--- src/rtl/core/cfb_pkg.sv ---
// Shared types, codes and CRC helper for the command frame builder.
package cfb_pkg;

  // Input command codes.
  localparam logic [1:0] CMD_NAME = 2'd0;
  localparam logic [1:0] CMD_ARG  = 2'd1;
  localparam logic [1:0] CMD_END  = 2'd2;

  // Front-side frame phase codes.
  localparam logic [1:0] PHASE_IDLE = 2'd0;
  localparam logic [1:0] PHASE_NAME = 2'd1;
  localparam logic [1:0] PHASE_ARGS = 2'd2;

  // Marker characters.
  localparam logic [7:0] CH_LBRACK = 8'h5B;  // '['
  localparam logic [7:0] CH_RBRACK = 8'h5D;  // ']'
  localparam logic [7:0] CH_HEAD   = 8'h2F;  // '/'
  localparam logic [7:0] CH_MID    = 8'h5E;  // '^'
  localparam logic [7:0] CH_TAIL   = 8'h5F;  // '_'
  localparam logic [7:0] CH_CLOSE  = 8'h3E;  // '>'

  localparam logic [15:0] SEED_RESET = 16'h00FF;

  // Descriptor queue between the front and the back.
  localparam int Q_DEPTH = 4;
  localparam int Q_AW    = $clog2(Q_DEPTH);

  // One classified word: which pieces of the frame the back must emit.
  typedef struct packed {
    logic       open;      // head marker first
    logic       mid;       // middle marker
    logic       has_byte;  // pass the data byte through
    logic       is_end;    // tail marker, CRC and closing marker
    logic [7:0] data;
  } desc_t;

  // One byte of the reflected CCITT CRC16 (polynomial 0x8408).
  function automatic logic [15:0] crc_step(input logic [15:0] c, input logic [7:0] d);
    logic [7:0] x;
    begin
      x = d ^ c[7:0];
      x = x ^ {x[3:0], 4'b0000};
      crc_step = {x, c[15:8]} ^ {12'h000, x[7:4]} ^ {5'b00000, x, 3'b000};
    end
  endfunction

endpackage

--- src/rtl/core/cfb_front.sv ---
// Front end: accepts input words, tracks the frame phase and classifies each word.
module cfb_front (
  input  logic          clk,
  input  logic          rst_n,
  input  logic          in_valid,
  output logic          in_stall,
  input  logic [1:0]    in_command,
  input  logic [7:0]    in_data_byte,
  input  logic          q_full,
  output logic          q_push,
  output cfb_pkg::desc_t q_desc
);
  import cfb_pkg::*;

  logic [1:0] phase_r, phase_nxt;
  logic       accept;

  assign in_stall = q_full;
  assign accept   = in_valid && !q_full;

  always_comb begin
    phase_nxt       = phase_r;
    q_push          = 1'b0;
    q_desc.open     = (phase_r != PHASE_NAME) && (phase_r != PHASE_ARGS);
    q_desc.mid      = 1'b0;
    q_desc.has_byte = 1'b0;
    q_desc.is_end   = 1'b0;
    q_desc.data     = in_data_byte;
    if (accept) begin
      unique case (in_command)
        CMD_NAME: begin
          q_push          = 1'b1;
          q_desc.has_byte = 1'b1;
          if (phase_r != PHASE_ARGS) phase_nxt = PHASE_NAME;
        end
        CMD_ARG: begin
          q_push          = 1'b1;
          q_desc.has_byte = 1'b1;
          q_desc.mid      = (phase_r != PHASE_ARGS);
          phase_nxt       = PHASE_ARGS;
        end
        CMD_END: begin
          q_push        = 1'b1;
          q_desc.is_end = 1'b1;
          q_desc.mid    = (phase_r != PHASE_ARGS);
          phase_nxt     = PHASE_IDLE;
        end
        default: begin
          // Unused command code: dropped without effect.
        end
      endcase
    end
  end

  always_ff @(posedge clk) begin
    if (!rst_n) begin
      phase_r <= PHASE_IDLE;
    end else begin
      phase_r <= phase_nxt;
    end
  end

  a_end_closes: assert property (@(posedge clk) disable iff (!rst_n)
    (accept && in_command == CMD_END) |=> (phase_r == PHASE_IDLE))
    else $error("frame phase not idle after end of frame");

  a_open_when_idle: assert property (@(posedge clk) disable iff (!rst_n)
    (q_push && q_desc.open) |-> (phase_r == PHASE_IDLE))
    else $error("head marker requested inside an open frame");
endmodule

--- src/rtl/core/cfb_queue.sv ---
// Short descriptor queue that decouples the front end from the byte sequencer.
module cfb_queue (
  input  logic           clk,
  input  logic           rst_n,
  input  logic           push,
  input  cfb_pkg::desc_t push_desc,
  output logic           full,
  output logic           head_valid,
  output cfb_pkg::desc_t head_desc,
  input  logic           pop
);
  import cfb_pkg::*;

  desc_t           slot_r [Q_DEPTH];
  logic [Q_AW-1:0] wr_ptr_r, rd_ptr_r;
  logic [Q_AW:0]   count_r, count_nxt;

  assign full       = (count_r == (Q_AW+1)'(Q_DEPTH));
  assign head_valid = (count_r != '0);
  assign head_desc  = slot_r[rd_ptr_r];

  always_comb begin
    count_nxt = count_r;
    if (push && !pop) count_nxt = count_r + 1'b1;
    else if (pop && !push) count_nxt = count_r - 1'b1;
  end

  always_ff @(posedge clk) begin
    if (push) slot_r[wr_ptr_r] <= push_desc;
  end

  always_ff @(posedge clk) begin
    if (!rst_n) begin
      wr_ptr_r <= '0;
      rd_ptr_r <= '0;
      count_r  <= '0;
    end else begin
      if (push) wr_ptr_r <= wr_ptr_r + 1'b1;
      if (pop)  rd_ptr_r <= rd_ptr_r + 1'b1;
      count_r <= count_nxt;
    end
  end

  a_no_overflow: assert property (@(posedge clk) disable iff (!rst_n)
    push |-> !full)
    else $error("push into a full queue");

  a_no_underflow: assert property (@(posedge clk) disable iff (!rst_n)
    pop |-> head_valid)
    else $error("pop from an empty queue");

  a_count_bound: assert property (@(posedge clk) disable iff (!rst_n)
    count_r <= (Q_AW+1)'(Q_DEPTH))
    else $error("queue count beyond depth");
endmodule

--- src/rtl/core/cfb_back.sv ---
// Back end: walks each descriptor one output byte per cycle while out_stall is low and keeps the running CRC.
module cfb_back (
  input  logic           clk,
  input  logic           rst_n,
  input  logic [15:0]    seed,
  input  logic           q_valid,
  input  cfb_pkg::desc_t q_head,
  output logic           q_pop,
  output logic           out_valid,
  input  logic           out_stall,
  output logic [7:0]     out_byte,
  output logic           out_frame_end
);
  import cfb_pkg::*;

  typedef enum logic [2:0] {
    SEG_FIRST, SEG_HEAD, SEG_MID, SEG_DATA, SEG_TAIL, SEG_CRCL, SEG_CRCH, SEG_CLOSE
  } seg_t;

  seg_t        seg_r, seg_nxt, cur_seg, after_seg;
  logic [1:0]  pos_r, pos_nxt;
  logic [15:0] crc_r, crc_nxt, crc_base;
  logic        out_valid_r, out_valid_nxt;
  logic [7:0]  out_byte_r, out_byte_nxt;
  logic        out_end_r, out_end_nxt;
  logic        advance, emit, is_marker, seg_last, fold, desc_done;
  logic [7:0]  mid_char, cur_byte;

  // Segment that follows a given one within a descriptor; SEG_FIRST means done.
  function automatic seg_t next_seg(input seg_t s, input desc_t d);
    begin
      next_seg = SEG_FIRST;
      unique case (s)
        SEG_FIRST: next_seg = d.open ? SEG_HEAD : d.mid ? SEG_MID :
                              d.has_byte ? SEG_DATA : d.is_end ? SEG_TAIL : SEG_FIRST;
        SEG_HEAD:  next_seg = d.mid ? SEG_MID : d.has_byte ? SEG_DATA :
                              d.is_end ? SEG_TAIL : SEG_FIRST;
        SEG_MID:   next_seg = d.has_byte ? SEG_DATA : d.is_end ? SEG_TAIL : SEG_FIRST;
        SEG_DATA:  next_seg = d.is_end ? SEG_TAIL : SEG_FIRST;
        SEG_TAIL:  next_seg = SEG_CRCL;
        SEG_CRCL:  next_seg = SEG_CRCH;
        SEG_CRCH:  next_seg = SEG_CLOSE;
        SEG_CLOSE: next_seg = SEG_FIRST;
        default:   next_seg = SEG_FIRST;
      endcase
    end
  endfunction

  assign advance = !out_valid_r || !out_stall;
  assign emit    = advance && q_valid;

  always_comb begin
    cur_seg   = (seg_r == SEG_FIRST) ? next_seg(SEG_FIRST, q_head) : seg_r;
    after_seg = next_seg(cur_seg, q_head);
    is_marker = (cur_seg == SEG_HEAD) || (cur_seg == SEG_MID) ||
                (cur_seg == SEG_TAIL) || (cur_seg == SEG_CLOSE);
    seg_last  = is_marker ? (pos_r == 2'd2) : 1'b1;
    fold      = (cur_seg == SEG_HEAD) || (cur_seg == SEG_MID) ||
                (cur_seg == SEG_DATA) || (cur_seg == SEG_TAIL);
    crc_base  = (cur_seg == SEG_HEAD && pos_r == 2'd0) ? seed : crc_r;

    mid_char = CH_HEAD;
    unique case (cur_seg)
      SEG_MID:   mid_char = CH_MID;
      SEG_TAIL:  mid_char = CH_TAIL;
      SEG_CLOSE: mid_char = CH_CLOSE;
      default:   mid_char = CH_HEAD;
    endcase

    cur_byte = 8'h00;
    unique case (cur_seg)
      SEG_HEAD, SEG_MID, SEG_TAIL, SEG_CLOSE: begin
        unique case (pos_r)
          2'd0:    cur_byte = CH_LBRACK;
          2'd1:    cur_byte = mid_char;
          default: cur_byte = CH_RBRACK;
        endcase
      end
      SEG_DATA: cur_byte = q_head.data;
      SEG_CRCL: cur_byte = crc_r[7:0];
      SEG_CRCH: cur_byte = crc_r[15:8];
      default:  cur_byte = 8'h00;
    endcase

    desc_done = seg_last && (after_seg == SEG_FIRST);
    q_pop     = emit && desc_done;

    seg_nxt       = seg_r;
    pos_nxt       = pos_r;
    crc_nxt       = crc_r;
    out_valid_nxt = out_valid_r;
    out_byte_nxt  = out_byte_r;
    out_end_nxt   = out_end_r;
    if (advance) begin
      out_valid_nxt = emit;
      if (emit) begin
        out_byte_nxt = cur_byte;
        out_end_nxt  = (cur_seg == SEG_CLOSE) && (pos_r == 2'd2);
        if (fold) crc_nxt = crc_step(crc_base, cur_byte);
        if (!seg_last) begin
          seg_nxt = cur_seg;
          pos_nxt = pos_r + 2'd1;
        end else begin
          seg_nxt = after_seg;
          pos_nxt = 2'd0;
        end
      end
    end
  end

  always_ff @(posedge clk) begin
    if (!rst_n) begin
      seg_r       <= SEG_FIRST;
      pos_r       <= 2'd0;
      crc_r       <= 16'h0000;
      out_valid_r <= 1'b0;
      out_end_r   <= 1'b0;
      out_byte_r  <= 8'h00;
    end else begin
      seg_r       <= seg_nxt;
      pos_r       <= pos_nxt;
      crc_r       <= crc_nxt;
      out_valid_r <= out_valid_nxt;
      out_end_r   <= out_end_nxt;
      out_byte_r  <= out_byte_nxt;
    end
  end

  assign out_valid     = out_valid_r;
  assign out_byte      = out_byte_r;
  assign out_frame_end = out_end_r;

  a_end_is_bracket: assert property (@(posedge clk) disable iff (!rst_n)
    (out_valid_r && out_end_r) |-> (out_byte_r == CH_RBRACK))
    else $error("frame end flagged on a byte other than the closing bracket");

  a_crc_hold: assert property (@(posedge clk) disable iff (!rst_n)
    (emit && (cur_seg == SEG_CRCL)) |=> $stable(crc_r))
    else $error("CRC changed while its bytes were sent");

  a_pos_bound: assert property (@(posedge clk) disable iff (!rst_n)
    pos_r != 2'd3)
    else $error("marker position out of range");
endmodule

--- src/rtl/core/command_frame_builder_crc16.sv ---
// Top level of the command frame builder with reflected CCITT CRC16.
//
// Each input word is a command-name byte, an argument byte or an end-of-frame mark; the
// block turns the stream into framed text: "[/]" before the first byte of a frame, "[^]"
// before the first argument byte (or at end of frame if no argument came), and at end of
// frame "[_]", the CRC low and high bytes and "[>]", with out_frame_end set on the final
// ']'. The CRC is loaded from the crc_seed register (reset 0x00FF) when "[/]" starts and
// covers every byte up to and including "[_]". While out_stall is low, the output stream runs at
// one byte per cycle, limited by the back-end sequencer, which moves one byte per cycle into the
// output register. A name or argument word inside an open frame costs only its data byte;
// opening a frame adds "[/]", the first argument adds "[^]", and an end mark costs "[_]", the
// CRC bytes and "[>]", plus "[^]" if owed. A four-word queue sits between the front end that
// classifies words and the sequencer, so input words keep being taken while markers go out.
// Write crc_seed only while the block is idle; a new value applies at the next frame start.
module command_frame_builder_crc16 (
  input  logic        clk,
  input  logic        rst_n,
  // Input word channel.
  input  logic        in_valid,
  output logic        in_stall,
  input  logic [1:0]  in_command,
  input  logic [7:0]  in_data_byte,
  // Output word channel.
  output logic        out_valid,
  input  logic        out_stall,
  output logic [7:0]  out_byte,
  output logic        out_frame_end,
  // Configuration write channel for crc_seed.
  input  logic        cfg_valid,
  output logic        cfg_ready,
  input  logic [15:0] cfg_crc_seed
);
  import cfb_pkg::*;

  logic [15:0] seed_r;
  logic        q_full, q_push, q_valid, q_pop;
  desc_t       q_desc, q_head;

  // The seed register always takes a write.
  assign cfg_ready = 1'b1;

  always_ff @(posedge clk) begin
    if (!rst_n) begin
      seed_r <= SEED_RESET;
    end else if (cfg_valid && cfg_ready) begin
      seed_r <= cfg_crc_seed;
    end
  end

  cfb_front u_front (
    .clk          (clk),
    .rst_n        (rst_n),
    .in_valid     (in_valid),
    .in_stall     (in_stall),
    .in_command   (in_command),
    .in_data_byte (in_data_byte),
    .q_full       (q_full),
    .q_push       (q_push),
    .q_desc       (q_desc)
  );

  cfb_queue u_queue (
    .clk        (clk),
    .rst_n      (rst_n),
    .push       (q_push),
    .push_desc  (q_desc),
    .full       (q_full),
    .head_valid (q_valid),
    .head_desc  (q_head),
    .pop        (q_pop)
  );

  cfb_back u_back (
    .clk           (clk),
    .rst_n         (rst_n),
    .seed          (seed_r),
    .q_valid       (q_valid),
    .q_head        (q_head),
    .q_pop         (q_pop),
    .out_valid     (out_valid),
    .out_stall     (out_stall),
    .out_byte      (out_byte),
    .out_frame_end (out_frame_end)
  );
endmodule
--- config.mk ---
export PLATFORM = sky130hd
export DESIGN_NAME = command_frame_builder_crc16
export DESIGN_NICKNAME = d
export VERILOG_FILES = /design/src/rtl/core/cfb_pkg.sv /design/src/rtl/core/cfb_front.sv /design/src/rtl/core/cfb_queue.sv /design/src/rtl/core/cfb_back.sv /design/src/rtl/core/command_frame_builder_crc16.sv
export SDC_FILE = /design/constraint.sdc
export NUM_CORES = 1
export LEC_CHECK = 0
export BUFFER_PORTS_ARGS = -buffer_cell sky130_fd_sc_hd__buf_2
export CAP_MARGIN = 15
export CORE_MARGIN = 2
export CORE_UTILIZATION = 58
export DETAILED_ROUTE_END_ITERATION = 7
export PLACE_DENSITY = 0.78
export SLEW_MARGIN = 20
export SYNTH_ARGS = -nofsm -noshare
export SYNTH_HDL_FRONTEND = slang
export SYNTH_SLANG_ARGS = --single-unit
--- constraint.sdc ---
create_clock -name clk -period 4.7 [get_ports clk]
set_input_delay 0.47 -clock clk [delete_from_list [all_inputs] [get_ports clk]]
set_output_delay 0.47 -clock clk [all_outputs]
set_load 0.01 [all_outputs]
==> impl_metrics.py <==
metrics = {
    "drt": {
        "vias": 3891,
        "drt_wl_total_mm": 12.0,
        "first_iter_violations": 331,
        "avgRoutedWirePerCell_um": 19.2,
        "ant_nets": 0,
        "viasPerCell": 6.26,
        "route.detailed.drc": 0,
        "firstDrtPassIters": 5,
    },
    "worst_setup_path": {
        "slowest_delay_ns": 0.71,
        "cp_max_fo": 9,
        "crit_required_ns": 5.00,
        "regToRegSetupSlack_ns": 0.48,
        "crit_slowest_cell": "dfxtp_1",
        "crit_arrival_ns": 4.52,
        "crit_buf_inv": 1,
        "cp_top_family": "simple AND/OR/NAND/NOR gates",
        "rr_endpoint": "u_queue.count_r[2]",
        "end_kind": "flop",
        "worstSetupPathType": "reg2reg",
        "ff2ff_path_depth": 12,
        "critPathLaunchType": "flop",
        "path_cells": "mux4_2, nor3_1, a21o_1, nand2_1, a32o_1, or4_4, ha_1, inv_1, fa_1, xor2_1, or3_1, a21oi_1",
    },
    "clock_tree": {
        "clk_latency_ns": 0.37,
        "cts.sinks": 106,
        "cts_setup_buffers": 0,
        "clockBufferDepth": 2,
        "numCtsBuffers": 9,
        "clk_pin_slew_ns": 0.11,
        "root_buffer": "clkbuf_8",
        "post_cts_resized": 0,
        "cts_tree": "built",
        "hold_buffers": 0,
        "htreeDepth": 3,
    },
    "layout": {
        "synthToLayoutAreaGrowth_pct": 9.24,
        "nets": 556,
        "final_area_um2": 5710,
        "layout-drive-gt1-share": 0.163,
        "diodes": 0,
    },
    "timing": {
        "worstMarginPinSlew_ns": 0.914,
        "finalSetupTns_ns": 0,
        "fin_crit_sh": 0.897,
        "final_hold_viol_count": 0,
        "setup_violations": 0,
        "setup_ws_ns": 0.483,
        "rsz0062_at_grt": "false",
        "whs_ns": 0.306,
        "maxSlewHeadroom": 0.391,
        "max_freq_mhz": 237,
        "clock_skew_ns": 0.00941,
        "slew_violations": 0,
        "min_period_ns": 4.22,
    },
    "grt": {
        "grt_pass1_vias": 3746,
        "gr-total-overflow": 0,
        "gr-usage-all-layers": 0.254,
        "grt_max_degree": 44,
        "grt_pass1_wl_mm": 19.4,
        "antenna_found_initial": 0,
    },
    "pwr": {
        "vdd_drop_max_mv": 0.438,
        "totalPowerFinal_mw": 3.78,
        "p_leak_nw": 2.20,
        "power_density_nw_per_um2": 663,
    },
    "synth": {
        "ys_seq_area_frac": 0.498,
        "synth_area_um2": 5230,
        "syn_inst": 476,
        "synth-edff-count": 48,
        "synth.yosys.warnings": 0,
        "synth_ff_type": "dfxtp_1",
        "syn_avg_cell_area_um2": 11.0,
        "synthArstFlopShare": 0,
        "syn_nets": 523,
        "synth-seq-cells": 106,
        "synth_cell_types": 64,
    },
    "floorplan": {
        "fp.dieH_um": 98.9,
        "core_area_um2": 8720,
        "start_util": 0.599,
        "die_area_um2": 9790,
        "num_rows": 34,
        "die_width_um": 98.9,
        "io_pins": 43,
    },
    "place": {
        "portBuffers": 41,
        "place_area_um2": 5490,
        "dp_hpwl_mm": 8.56,
        "dp_slack_ns": 0.510,
        "gp_congestion": 0.914,
    },
    "hold_path": {
        "hp-start": "in_data_byte[3]",
        "hp-class": "in2reg",
        "whs_endpoint": "u_queue.slot_r[2][3]",
        "min_path_cells": 1,
    },
    "outcome": {
        "outcome": "finished clean",
    },
    "flow_run": {
        "max_cap_violations": 0,
    },
}
-- cell usage after synthesis (all sizes together) (9+ instances only) --
library cell / instances / share of area
dfxtp: 58 / 0.22
nor2: 50 / 0.036
edfxtp: 48 / 0.28
mux2i: 34 / 0.065
nand2: 33 / 0.024
a21oi: 25 / 0.025
inv: 16 / 0.011
a211oi: 15 / 0.023
clkbuf: 15 / 0.011
ha: 15 / 0.036
o21ai: 15 / 0.014
xnor2: 14 / 0.023
mux4: 12 / 0.052
nor3: 12 / 0.011
nand3: 10 / 0.0096
buf: 9 / 0.011
-- state kept, by name, summed over array words and instances (netlist names), named ones only --
signal	count
u_back.pos_r	2
seed_r	16
u_back.out_byte	8
u_queue.rd_ptr_r	2
u_back.crc_r	16
u_back.seg_r	3
u_front.phase_r	2
u_back.out_valid	1
u_queue.wr_ptr_r	2
u_back.out_frame_end	1
u_queue.slot_r	48
u_queue.count_r	3
-- per-layer routing --
metal	vias to the layer above	track usage	share of wire
li1	1808	-	-
met1	1890	0.370	0.45
met2	174	0.396	0.48
met3	19	0.0383	0.065
met4	0	0.0801	0.013
met5	-	0	0
-- cells by family after synthesis --
group	share of synthesized area
mux	0.117
fa+ha+maj	0.0397
xor+xnor	0.0369
flops	0.498
other cells	0.000718
simple gates	0.129
buf+inv	0.0342
compound gates	0.144
-- worst max-delay path by stage --
stage / slack [ns] / start / end / cells past startpoint
floorplan: 1.13 / flop / u_queue.count_r[2] / 14
global placement: 0.62 / flop / u_queue.count_r[2] / 12
detailed placement: 0.51 / flop / u_queue.count_r[2] / 12
CTS: 0.47 / flop / u_queue.count_r[2] / 12
global route: 0.17 / flop / u_queue.count_r[2] / 12
finish: 0.48 / flop / u_queue.count_r[2] / 12
-- power breakdown --
part / switching, mW / internal, mW
combinational: 1.16 / 0.766
clock: 0.347 / 0.263
sequential: 0.127 / 1.12
-- placed cells by master (no fill, tap or decap), drive strengths merged, types with 5 or more instances in the layout --
cell and count:
mux2i 34, and3 5, xnor2 14, a211oi 15, a21oi 25, clkbuf 9, edfxtp 48, inv 19
buf 46, nand3 10, ha 15, nand2 33, xor2 8, nor2 50, o211ai 6, a22oi 6
o21ai 15, a21o 8, dfxtp 58, nor3 12, mux4 12, and2 8
-- cell type report --
| class | count | area (µm²) |
|---|---|---|
| flip-flops and latches | 106 | 2600 |
| well taps | 108 | 135 |
| fillers | 657 | 3010 |
| inverters | 17 | 63.8 |
| clock inverters | 7 | 96.3 |
| multi-input cells | 329 | 2440 |
| clock buffers | 9 | 124 |
| repair buffers | 46 | 243 |
-- through the flow --
step | cells | util
final | 622 | 0.655
after global placement | 606 | 0.629
after detailed placement | 606 | 0.629
after global routing | 622 | 0.655
after CTS | 622 | 0.655
after floorplan | 476 | -
Power figures use the tool's default switching activity.
